==> src/sv/vcsl_pkg.sv <==
// types, register codes and helper functions of the velocity command slew limiter
package vcsl_pkg;

  localparam int unsigned VelW   = 16;
  localparam int unsigned TimeW  = 16;
  localparam int unsigned LimW   = 15;
  localparam int unsigned MaskW  = 2;
  localparam int unsigned CfgIdxW  = 3;
  localparam int unsigned CfgDataW = 16;

  localparam logic [TimeW-1:0] TimeoutReset = 16'd6554;

  typedef enum logic [CfgIdxW-1:0] {
    CFG_INVERT_MASK   = 3'd0,
    CFG_LIN_RISE      = 3'd1,
    CFG_LIN_FALL      = 3'd2,
    CFG_ANG_RISE      = 3'd3,
    CFG_ANG_FALL      = 3'd4,
    CFG_LIN_MAX       = 3'd5,
    CFG_ANG_MAX       = 3'd6,
    CFG_CMD_TIMEOUT   = 3'd7
  } cfg_idx_e;

  typedef struct packed {
    logic [LimW-1:0] rise;
    logic [LimW-1:0] fall;
  } slew_lim_t;

  // optional saturating negate, then magnitude clamp (zero max disables)
  function automatic logic signed [VelW-1:0] shape_cmd(
    input logic signed [VelW-1:0] v,
    input logic                   neg,
    input logic [LimW-1:0]        maxv
  );
    logic signed [VelW-1:0] r;
    logic signed [VelW-1:0] m;
    r = v;
    m = $signed({1'b0, maxv});
    if (neg) begin
      if (v == {1'b1, {(VelW-1){1'b0}}}) begin
        r = {1'b0, {(VelW-1){1'b1}}};
      end else begin
        r = -v;
      end
    end
    if (maxv != '0) begin
      if (r > m) begin
        r = m;
      end else if (r < -m) begin
        r = -m;
      end
    end
    return r;
  endfunction

  // saturate a 17-bit signed value to 16 bits
  function automatic logic signed [VelW-1:0] sat_vel(input logic signed [VelW:0] v);
    logic signed [VelW-1:0] r;
    if (v[VelW] != v[VelW-1]) begin
      r = v[VelW] ? {1'b1, {(VelW-1){1'b0}}} : {1'b0, {(VelW-1){1'b1}}};
    end else begin
      r = v[VelW-1:0];
    end
    return r;
  endfunction

endpackage

==> src/sv/vcsl_if.sv <==
// handshake channel interfaces: drive items, tick results, register writes
interface vcsl_item_if import vcsl_pkg::*; ();
  logic                    valid;
  logic                    ready;
  logic                    cmd;
  logic signed [VelW-1:0]  linear_cmd;
  logic signed [VelW-1:0]  angular_cmd;
  logic [TimeW-1:0]        step_time;

  modport source (output valid, cmd, linear_cmd, angular_cmd, step_time, input ready);
  modport sink   (input valid, cmd, linear_cmd, angular_cmd, step_time, output ready);
endinterface

interface vcsl_result_if import vcsl_pkg::*; ();
  logic                    valid;
  logic                    ready;
  logic signed [VelW-1:0]  linear_vel;
  logic signed [VelW-1:0]  angular_vel;
  logic signed [VelW-1:0]  distance_step;
  logic signed [VelW-1:0]  heading_step;
  logic                    timed_out;

  modport source (output valid, linear_vel, angular_vel, distance_step, heading_step,
                  timed_out, input ready);
  modport sink   (input valid, linear_vel, angular_vel, distance_step, heading_step,
                  timed_out, output ready);
endinterface

interface vcsl_cfg_if import vcsl_pkg::*; ();
  logic                  valid;
  logic                  ready;
  logic [CfgIdxW-1:0]    index;
  logic [CfgDataW-1:0]   data;

  modport source (output valid, index, data, input ready);
  modport sink   (input valid, index, data, output ready);
endinterface

==> src/sv/vcsl_ramp.sv <==
// one slew step of a velocity toward its target, separate rise and fall limits
module vcsl_ramp import vcsl_pkg::*; (
  input  logic signed [VelW-1:0] cur_i,
  input  logic signed [VelW-1:0] tgt_i,
  input  slew_lim_t              lim_i,
  output logic signed [VelW-1:0] nxt_o
);

  logic signed [VelW:0] cur_x;
  logic signed [VelW:0] tgt_x;
  logic signed [VelW:0] up_gap;
  logic signed [VelW:0] down_gap;
  logic signed [VelW:0] rise_x;
  logic signed [VelW:0] fall_x;

  assign cur_x    = {cur_i[VelW-1], cur_i};
  assign tgt_x    = {tgt_i[VelW-1], tgt_i};
  assign up_gap   = tgt_x - cur_x;
  assign down_gap = cur_x - tgt_x;
  assign rise_x   = $signed({2'b00, lim_i.rise});
  assign fall_x   = $signed({2'b00, lim_i.fall});

  always_comb begin
    nxt_o = cur_i;
    if (cur_i < tgt_i) begin
      if (lim_i.rise == '0 || up_gap < rise_x) begin
        nxt_o = tgt_i;
      end else begin
        // no overflow: target lies at least one full step above
        nxt_o = cur_i + $signed({1'b0, lim_i.rise});
      end
    end else if (cur_i > tgt_i) begin
      if (lim_i.fall == '0 || down_gap < fall_x) begin
        nxt_o = tgt_i;
      end else begin
        nxt_o = cur_i - $signed({1'b0, lim_i.fall});
      end
    end
  end

endmodule

==> src/sv/velocity_command_slew_limiter_unit.sv <==
// velocity command slew limiter: command shaping, timeout, ramp and step integration
// Usage:
//   in_i   carries drive commands (cmd = 0) and time ticks (cmd = 1). A command
//          sets the shaped targets and clears the command age; it gives no
//          result. A tick ages the command, zeroes the targets on timeout,
//          ramps both velocities and gives exactly one result on res_o.
//   res_o  carries the ramped velocities, distance and heading steps and the
//          timeout flag.
//   cfg_i  writes the eight registers by index; always ready. Writes must be made
//          only while idle; the block itself does not enforce this.
// Pipeline: an accepted tick goes into a middle register and then into the result
//   register, which drives res_o. The ramp and state update sit between the input
//   and the middle register, the two products between that and the result register,
//   so one item is taken every cycle until a stall on res_o fills the middle stage.
// Reset clears the velocities, targets and age, loads the register defaults
// and empties both stages. When res_o stalls, the result holds, the middle
// stage fills, and then in_i.ready drops until the result is taken.
module velocity_command_slew_limiter_unit import vcsl_pkg::*; (
  input  logic         clk_i,
  input  logic         rst_ni,
  vcsl_item_if.sink    in_i,
  vcsl_result_if.source res_o,
  vcsl_cfg_if.sink     cfg_i
);

  // configuration
  logic [MaskW-1:0]  inv_mask_q;
  slew_lim_t         lin_lim_q;
  slew_lim_t         ang_lim_q;
  logic [LimW-1:0]   lin_max_q;
  logic [LimW-1:0]   ang_max_q;
  logic [TimeW-1:0]  timeout_q;

  // state
  logic signed [VelW-1:0] cur_lin_q, cur_ang_q;
  logic signed [VelW-1:0] tgt_lin_q, tgt_ang_q;
  logic [TimeW-1:0]       age_q;

  // middle stage
  logic                   mid_valid_q;
  logic signed [VelW-1:0] mid_prev_q, mid_lin_q, mid_ang_q;
  logic [TimeW-1:0]       mid_dt_q;
  logic                   mid_tout_q;

  // result register
  logic                   out_valid_q;
  logic signed [VelW-1:0] out_lin_q, out_ang_q, out_dist_q, out_head_q;
  logic                   out_tout_q;

  logic in_acc, out_free, mid_adv;
  logic [TimeW:0]         age_sum;
  logic [TimeW-1:0]       age_new;
  logic                   tout;
  logic signed [VelW-1:0] tgt_lin_eff, tgt_ang_eff;
  logic signed [VelW-1:0] lin_nxt, ang_nxt;
  logic signed [VelW-1:0] lin_shaped, ang_shaped;

  logic signed [VelW:0]     vel_sum;
  logic signed [2*VelW+1:0] dist_prod;
  logic signed [2*VelW:0]   head_prod;
  logic signed [2*VelW+1:0] dist_rnd;
  logic signed [2*VelW:0]   head_rnd;

  assign out_free = !out_valid_q || res_o.ready;
  assign mid_adv  = mid_valid_q && out_free;
  assign in_i.ready = !mid_valid_q || out_free;
  assign in_acc   = in_i.valid && in_i.ready;
  assign cfg_i.ready = 1'b1;

  // tick path: age, timeout, ramp
  assign age_sum = {1'b0, age_q} + {1'b0, in_i.step_time};
  assign age_new = age_sum[TimeW] ? '1 : age_sum[TimeW-1:0];
  assign tout    = age_new > timeout_q;
  assign tgt_lin_eff = tout ? '0 : tgt_lin_q;
  assign tgt_ang_eff = tout ? '0 : tgt_ang_q;

  vcsl_ramp u_ramp_lin (
    .cur_i (cur_lin_q),
    .tgt_i (tgt_lin_eff),
    .lim_i (lin_lim_q),
    .nxt_o (lin_nxt)
  );

  vcsl_ramp u_ramp_ang (
    .cur_i (cur_ang_q),
    .tgt_i (tgt_ang_eff),
    .lim_i (ang_lim_q),
    .nxt_o (ang_nxt)
  );

  // command path
  assign lin_shaped = shape_cmd(in_i.linear_cmd, inv_mask_q[0], lin_max_q);
  assign ang_shaped = shape_cmd(in_i.angular_cmd, inv_mask_q[1], ang_max_q);

  // trapezoid and heading products, rounded half up by floor after bias
  assign vel_sum   = {mid_prev_q[VelW-1], mid_prev_q} + {mid_lin_q[VelW-1], mid_lin_q};
  assign dist_prod = vel_sum * $signed({1'b0, mid_dt_q});
  assign head_prod = mid_ang_q * $signed({1'b0, mid_dt_q});
  assign dist_rnd  = dist_prod + $signed({{(VelW+1){1'b0}}, 1'b1, {VelW{1'b0}}});
  assign head_rnd  = head_prod + $signed({{(VelW+1){1'b0}}, 1'b1, {(VelW-1){1'b0}}});

  always_ff @(posedge clk_i or negedge rst_ni) begin
    if (!rst_ni) begin
      inv_mask_q <= '0;
      lin_lim_q  <= '0;
      ang_lim_q  <= '0;
      lin_max_q  <= '0;
      ang_max_q  <= '0;
      timeout_q  <= TimeoutReset;
    end else if (cfg_i.valid && cfg_i.ready) begin
      case (cfg_idx_e'(cfg_i.index))
        CFG_INVERT_MASK: inv_mask_q     <= cfg_i.data[MaskW-1:0];
        CFG_LIN_RISE:    lin_lim_q.rise <= cfg_i.data[LimW-1:0];
        CFG_LIN_FALL:    lin_lim_q.fall <= cfg_i.data[LimW-1:0];
        CFG_ANG_RISE:    ang_lim_q.rise <= cfg_i.data[LimW-1:0];
        CFG_ANG_FALL:    ang_lim_q.fall <= cfg_i.data[LimW-1:0];
        CFG_LIN_MAX:     lin_max_q      <= cfg_i.data[LimW-1:0];
        CFG_ANG_MAX:     ang_max_q      <= cfg_i.data[LimW-1:0];
        CFG_CMD_TIMEOUT: timeout_q      <= cfg_i.data[TimeW-1:0];
        default: ;
      endcase
    end
  end

  always_ff @(posedge clk_i or negedge rst_ni) begin
    if (!rst_ni) begin
      cur_lin_q   <= '0;
      cur_ang_q   <= '0;
      tgt_lin_q   <= '0;
      tgt_ang_q   <= '0;
      age_q       <= '0;
      mid_valid_q <= 1'b0;
      out_valid_q <= 1'b0;
    end else begin
      if (in_acc && !in_i.cmd) begin
        tgt_lin_q <= lin_shaped;
        tgt_ang_q <= ang_shaped;
        age_q     <= '0;
      end else if (in_acc) begin
        tgt_lin_q <= tgt_lin_eff;
        tgt_ang_q <= tgt_ang_eff;
        age_q     <= age_new;
        cur_lin_q <= lin_nxt;
        cur_ang_q <= ang_nxt;
      end
      if (in_i.ready) begin
        mid_valid_q <= in_acc && in_i.cmd;
      end
      if (out_free) begin
        out_valid_q <= mid_valid_q;
      end
    end
  end

  always_ff @(posedge clk_i) begin
    if (in_acc && in_i.cmd) begin
      mid_prev_q <= cur_lin_q;
      mid_lin_q  <= lin_nxt;
      mid_ang_q  <= ang_nxt;
      mid_dt_q   <= in_i.step_time;
      mid_tout_q <= tout;
    end
    if (mid_adv) begin
      out_lin_q  <= mid_lin_q;
      out_ang_q  <= mid_ang_q;
      out_dist_q <= sat_vel(dist_rnd[2*VelW+1:VelW+1]);
      out_head_q <= sat_vel(head_rnd[2*VelW:VelW]);
      out_tout_q <= mid_tout_q;
    end
  end

  assign res_o.valid         = out_valid_q;
  assign res_o.linear_vel    = out_lin_q;
  assign res_o.angular_vel   = out_ang_q;
  assign res_o.distance_step = out_dist_q;
  assign res_o.heading_step  = out_head_q;
  assign res_o.timed_out     = out_tout_q;

endmodule

==> src/flat_wrapper.sv <==
// flat-port wrapper written by rule: the top's interface ports become plain ports
module velocity_command_slew_limiter_unit_flat import vcsl_pkg::*;
  (clk_i, rst_ni, in_i_valid, in_i_cmd, in_i_linear_cmd, in_i_angular_cmd, in_i_step_time, in_i_ready, res_o_valid, res_o_linear_vel, res_o_angular_vel, res_o_distance_step, res_o_heading_step, res_o_timed_out, res_o_ready, cfg_i_valid, cfg_i_index, cfg_i_data, cfg_i_ready);
  vcsl_item_if in_i_i ();
  vcsl_result_if res_o_i ();
  vcsl_cfg_if cfg_i_i ();
  input  logic clk_i;
  input  logic rst_ni;
  input wire logic [$bits(in_i_i.valid)-1:0] in_i_valid;
  input wire logic [$bits(in_i_i.cmd)-1:0] in_i_cmd;
  input wire logic [$bits(in_i_i.linear_cmd)-1:0] in_i_linear_cmd;
  input wire logic [$bits(in_i_i.angular_cmd)-1:0] in_i_angular_cmd;
  input wire logic [$bits(in_i_i.step_time)-1:0] in_i_step_time;
  output wire logic [$bits(in_i_i.ready)-1:0] in_i_ready;
  output wire logic [$bits(res_o_i.valid)-1:0] res_o_valid;
  output wire logic [$bits(res_o_i.linear_vel)-1:0] res_o_linear_vel;
  output wire logic [$bits(res_o_i.angular_vel)-1:0] res_o_angular_vel;
  output wire logic [$bits(res_o_i.distance_step)-1:0] res_o_distance_step;
  output wire logic [$bits(res_o_i.heading_step)-1:0] res_o_heading_step;
  output wire logic [$bits(res_o_i.timed_out)-1:0] res_o_timed_out;
  input wire logic [$bits(res_o_i.ready)-1:0] res_o_ready;
  input wire logic [$bits(cfg_i_i.valid)-1:0] cfg_i_valid;
  input wire logic [$bits(cfg_i_i.index)-1:0] cfg_i_index;
  input wire logic [$bits(cfg_i_i.data)-1:0] cfg_i_data;
  output wire logic [$bits(cfg_i_i.ready)-1:0] cfg_i_ready;
  assign in_i_i.valid = in_i_valid;
  assign in_i_i.cmd = in_i_cmd;
  assign in_i_i.linear_cmd = in_i_linear_cmd;
  assign in_i_i.angular_cmd = in_i_angular_cmd;
  assign in_i_i.step_time = in_i_step_time;
  assign in_i_ready = in_i_i.ready;
  assign res_o_valid = res_o_i.valid;
  assign res_o_linear_vel = res_o_i.linear_vel;
  assign res_o_angular_vel = res_o_i.angular_vel;
  assign res_o_distance_step = res_o_i.distance_step;
  assign res_o_heading_step = res_o_i.heading_step;
  assign res_o_timed_out = res_o_i.timed_out;
  assign res_o_i.ready = res_o_ready;
  assign cfg_i_i.valid = cfg_i_valid;
  assign cfg_i_i.index = cfg_i_index;
  assign cfg_i_i.data = cfg_i_data;
  assign cfg_i_ready = cfg_i_i.ready;
  velocity_command_slew_limiter_unit u_core (.clk_i(clk_i), .rst_ni(rst_ni), .in_i(in_i_i), .res_o(res_o_i), .cfg_i(cfg_i_i));
endmodule
==> config.mk <==
export PLATFORM = sky130hd
export DESIGN_NAME = velocity_command_slew_limiter_unit_flat
export DESIGN_NICKNAME = d
export VERILOG_FILES = /design/src/sv/vcsl_pkg.sv /design/src/sv/vcsl_if.sv /design/src/sv/vcsl_ramp.sv /design/src/sv/velocity_command_slew_limiter_unit.sv /design/src/flat_wrapper.sv
export SDC_FILE = /design/constraint.sdc
export NUM_CORES = 2
export LEC_CHECK = 0
export CORE_UTILIZATION = 60
export DETAILED_ROUTE_END_ITERATION = 6
export DONT_BUFFER_PORTS = 1
export PLACE_DENSITY = 0.76
export SYNTH_ARGS = -nofsm -noshare
export SYNTH_HDL_FRONTEND = slang
export SYNTH_SLANG_ARGS = --single-unit
==> constraint.sdc <==
create_clock -name clk_i -period 11.95 [get_ports clk_i]
set_input_delay 0.5975 -clock clk_i [delete_from_list [all_inputs] [get_ports clk_i]]
set_output_delay 0.5975 -clock clk_i [all_outputs]
set_load 0.05 [all_outputs]
==> flow_metrics.tcl <==
set metrics [dict create \
    outcome "complete, but fails checks" \
    violations "hold timing" \
    slew_viol_final 0 \
    first_global_vias 34520 \
    numClockSinks 320 \
    synth_top_cells_by_count "inv_1, nand2_1, ha_1" \
    clk_pin_slew_ns 0.06 \
    ys_warn_count 0 \
    fin_crit_sh 0.8671 \
    drt_iter0_markers 2720 \
    tritoncts "built" \
    clkLatencyLatePin_ns 0.61 \
    ys.flop_type "dfrtp_1" \
    rows 98 \
    use_met3 0.05529 \
    hold_viol 17 \
    crit_slowest_cell "or2_2" \
    final.fill_count 5947 \
    synth_top_family_by_area "adder cells" \
    synth_mux_area_frac 0.03040 \
    multi_input_area_um2 31490 \
    synth_compound_area_frac 0.1357 \
    synth_seq_cells 320 \
    final_nets 5755 \
    gr-usage-met1 0.4142 \
    crit_path_end_kind "register" \
    synth_edf_count 130 \
    hold_slack_ns -0.01904 \
    max-cap-violations 0 \
    ff_latch_area_um2 8667 \
    maxSlewHeadroom 0.2441 \
    final.setup.tns_ns 0 \
    grt-busiest-layer "met2" \
    final_core_util 0.6412 \
    crit_path_frequent_cell "a21o_1" \
    synth_top_area_frac 0.2205 \
    die_y_um 271.8 \
    final.min_clock_period_ns 10.36 \
    drive_gt1_frac 0.05129 \
    cpPeakStageDelay_ns 0.67 \
    r2r-start "u_core.age_q[0]$_DFFE_PN0P_" \
    cts_max_path_buffers 3 \
    tightest_slew_ns 1.134 \
    worstSetupStartpoint "u_core.age_q[0]$_DFFE_PN0P_" \
    syn_area_per_cell_um2 9.125 \
    syn2layout_area_growth_pct 5.318 \
    cts-root-buf "clkbuf_16" \
    synth-seq-area-share 0.1985 \
    synthCells 4786 \
    htree_num_levels 2 \
    coreArea_um2 71730 \
    start_util 0.6088 \
    first_pass_iters 7 \
    vias 34100 \
    yosys.area_share.adder 0.3678 \
    yosys-top-cells-area "fa_1, ha_1, dfrtp_1, edfxtp_1, inv_1" \
    final_cell_area_um2 45990 \
    synthSimpleGateAreaFrac 0.1462 \
    grt_usage 0.3138 \
    synth_most_common_cell "inv_1" \
    worstPathArrival_ns 10.70 \
    async_flop_share 0.5938 \
    routed_via_density 6.007 \
    overflow 0 \
    r2r_cells 40 \
    fin_skew_ns 0.05775 \
    rsz0062_at_grt "false" \
    cts_made_buffers 39 \
    met2_usage 0.5250 \
    routedWlPerCell_um 20.13 \
    synth_largest_area_cell "fa_1" \
    drc_errors 0 \
    num_io_pins 141 \
    critPathLaunchType "register" \
    hpwlAfterDp_mm 88.50 \
    die_area_um2 73870 \
    synth_xor_area_frac 0.03851 \
    synth_area_um2 43670 \
    dpl_cell_area_um2 44570 \
    required_ns 12.29 \
    gp_congestion 0.9711 \
    min_path_type "primary input to async pin" \
    finalSetupViolCount 0 \
    post_synth_num_cell_types 87 \
    grt_max_degree 191 \
    grt_pass1_wl_mm 183.7 \
    cp_max_fo 32 \
    antenna_found_initial 10 \
    crit_type "register to register" \
    synth_nets 5854 \
    max_freq_ghz 0.09650 \
    wirelength_mm 114.2 \
    die_x_um 271.8 \
    portBuffers 0 \
    drtAntennaViolNets 0 \
]
final timing paths:
kind | to | slack, ns
min in group clk_i | u_core.mid_dt_q[9]$_DFFE_PP_ | 0.09
max | u_core.mid_lin_q[4]$_DFFE_PP_ | 1.59
max reg2reg | u_core.mid_lin_q[4]$_DFFE_PP_ | 1.59
max in group asynchronous | u_core.cur_ang_q[2]$_DFFE_PN0P_ | 11.06
min reg2reg | u_core.res_o.timed_out$_DFFE_PP_ | 0.42
min | u_core.lin_lim_q[27]$_DFFE_PN0P_ | -0.02
routing by layer:
layer  part of all wire  wire length [µm]
met1               0.42             47850
met2               0.47             54200
met3              0.074              8502
met4              0.032              3619
met5            0.00061                70
through the flow:
stage	setup slack [ns]	hold WS, ns	cells
finish	1.588	-0.01904	5676
global route	0.6432	0.06815	5670
detailed placement	1.545	0.3108	5595
floorplan	2.528	0.3019	4786
global placement	1.711	0.3111	5595
CTS	1.728	0.06717	5668
flip-flops by register name, indices dropped and copies added (netlist names), 15 cells and up:
| register | count |
|---|---|
| u_core.age_q | 16 |
| u_core.ang_lim_q | 30 |
| u_core.ang_max_q | 15 |
| u_core.cur_ang_q | 16 |
| u_core.cur_lin_q | 16 |
| u_core.lin_lim_q | 30 |
| u_core.lin_max_q | 15 |
| u_core.mid_ang_q | 16 |
| u_core.mid_dt_q | 16 |
| u_core.mid_lin_q | 16 |
| u_core.mid_prev_q | 16 |
| u_core.res_o.angular_vel | 16 |
| u_core.res_o.distance_step | 16 |
| u_core.res_o.heading_step | 16 |
| u_core.res_o.linear_vel | 16 |
| u_core.tgt_ang_q | 16 |
| u_core.tgt_lin_q | 16 |
| u_core.timeout_q | 16 |
timing repair:
item,4_1_cts,5_1_grt
resized for setup,0,0
buffers inserted,0,0
endpoints found under the hold margin,190,0
hold buffers,1,0
cells in the final DEF, fill, tap and decap left out, drive strengths merged, types with 21 or more instances in the layout:
master / instances
ha: 514
nand4: 29
a21oi: 167
and3: 30
o211ai: 35
or3: 26
o21ai: 231
o22ai: 29
mux2i: 46
and2: 246
dfrtp: 183
clkbuf: 50
edfxtp: 130
a22o: 21
nor4: 23
a21o: 78
xnor2: 141
nor3: 75
mux2: 77
xor2: 51
o21bai: 22
fa: 481
nand2: 517
o221ai: 21
nor2: 168
a31oi: 23
nor2b: 40
buf: 44
nand3: 71
o21a: 58
inv: 772
a211oi: 34
nand2b: 48
logic make-up after synthesis:
logic type / Yosys count
AOI/OAI and AO/OA: 888
xor gates and xnor gates: 192
adders and majority gates: 995
buffers and inverters: 954
DFF: 320
muxes: 123
other: 1
and+or+nand+nor: 1313
critical path, delay by kind of cell, from the launching register on:
| kind | cells | cell delay [ns] |
|---|---|---|
| AO/OA/AOI/OAI | 20 | 5.22 |
| XOR/XNOR | 1 | 0.14 |
| adder cells (fa/ha/maj) | 6 | 1.79 |
| AND/OR/NAND/NOR | 9 | 2.01 |
| flip-flops | 1 | 0.38 |
| buffers and inverters | 4 | 0.56 |
final cells by class:
cell class,instances,area share
antenna,8,0.0004353
clock buffer,50,0.02299
clock inverter,22,0.007019
inverter,770,0.06290
multi-input combinational,3512,0.6848
sequential,320,0.1884
tap,950,0.02584
timing repair buffer,44,0.007617
Power is not shown: default switching activity piles up to over one toggle a cycle in this logic, so the estimate is an artifact.
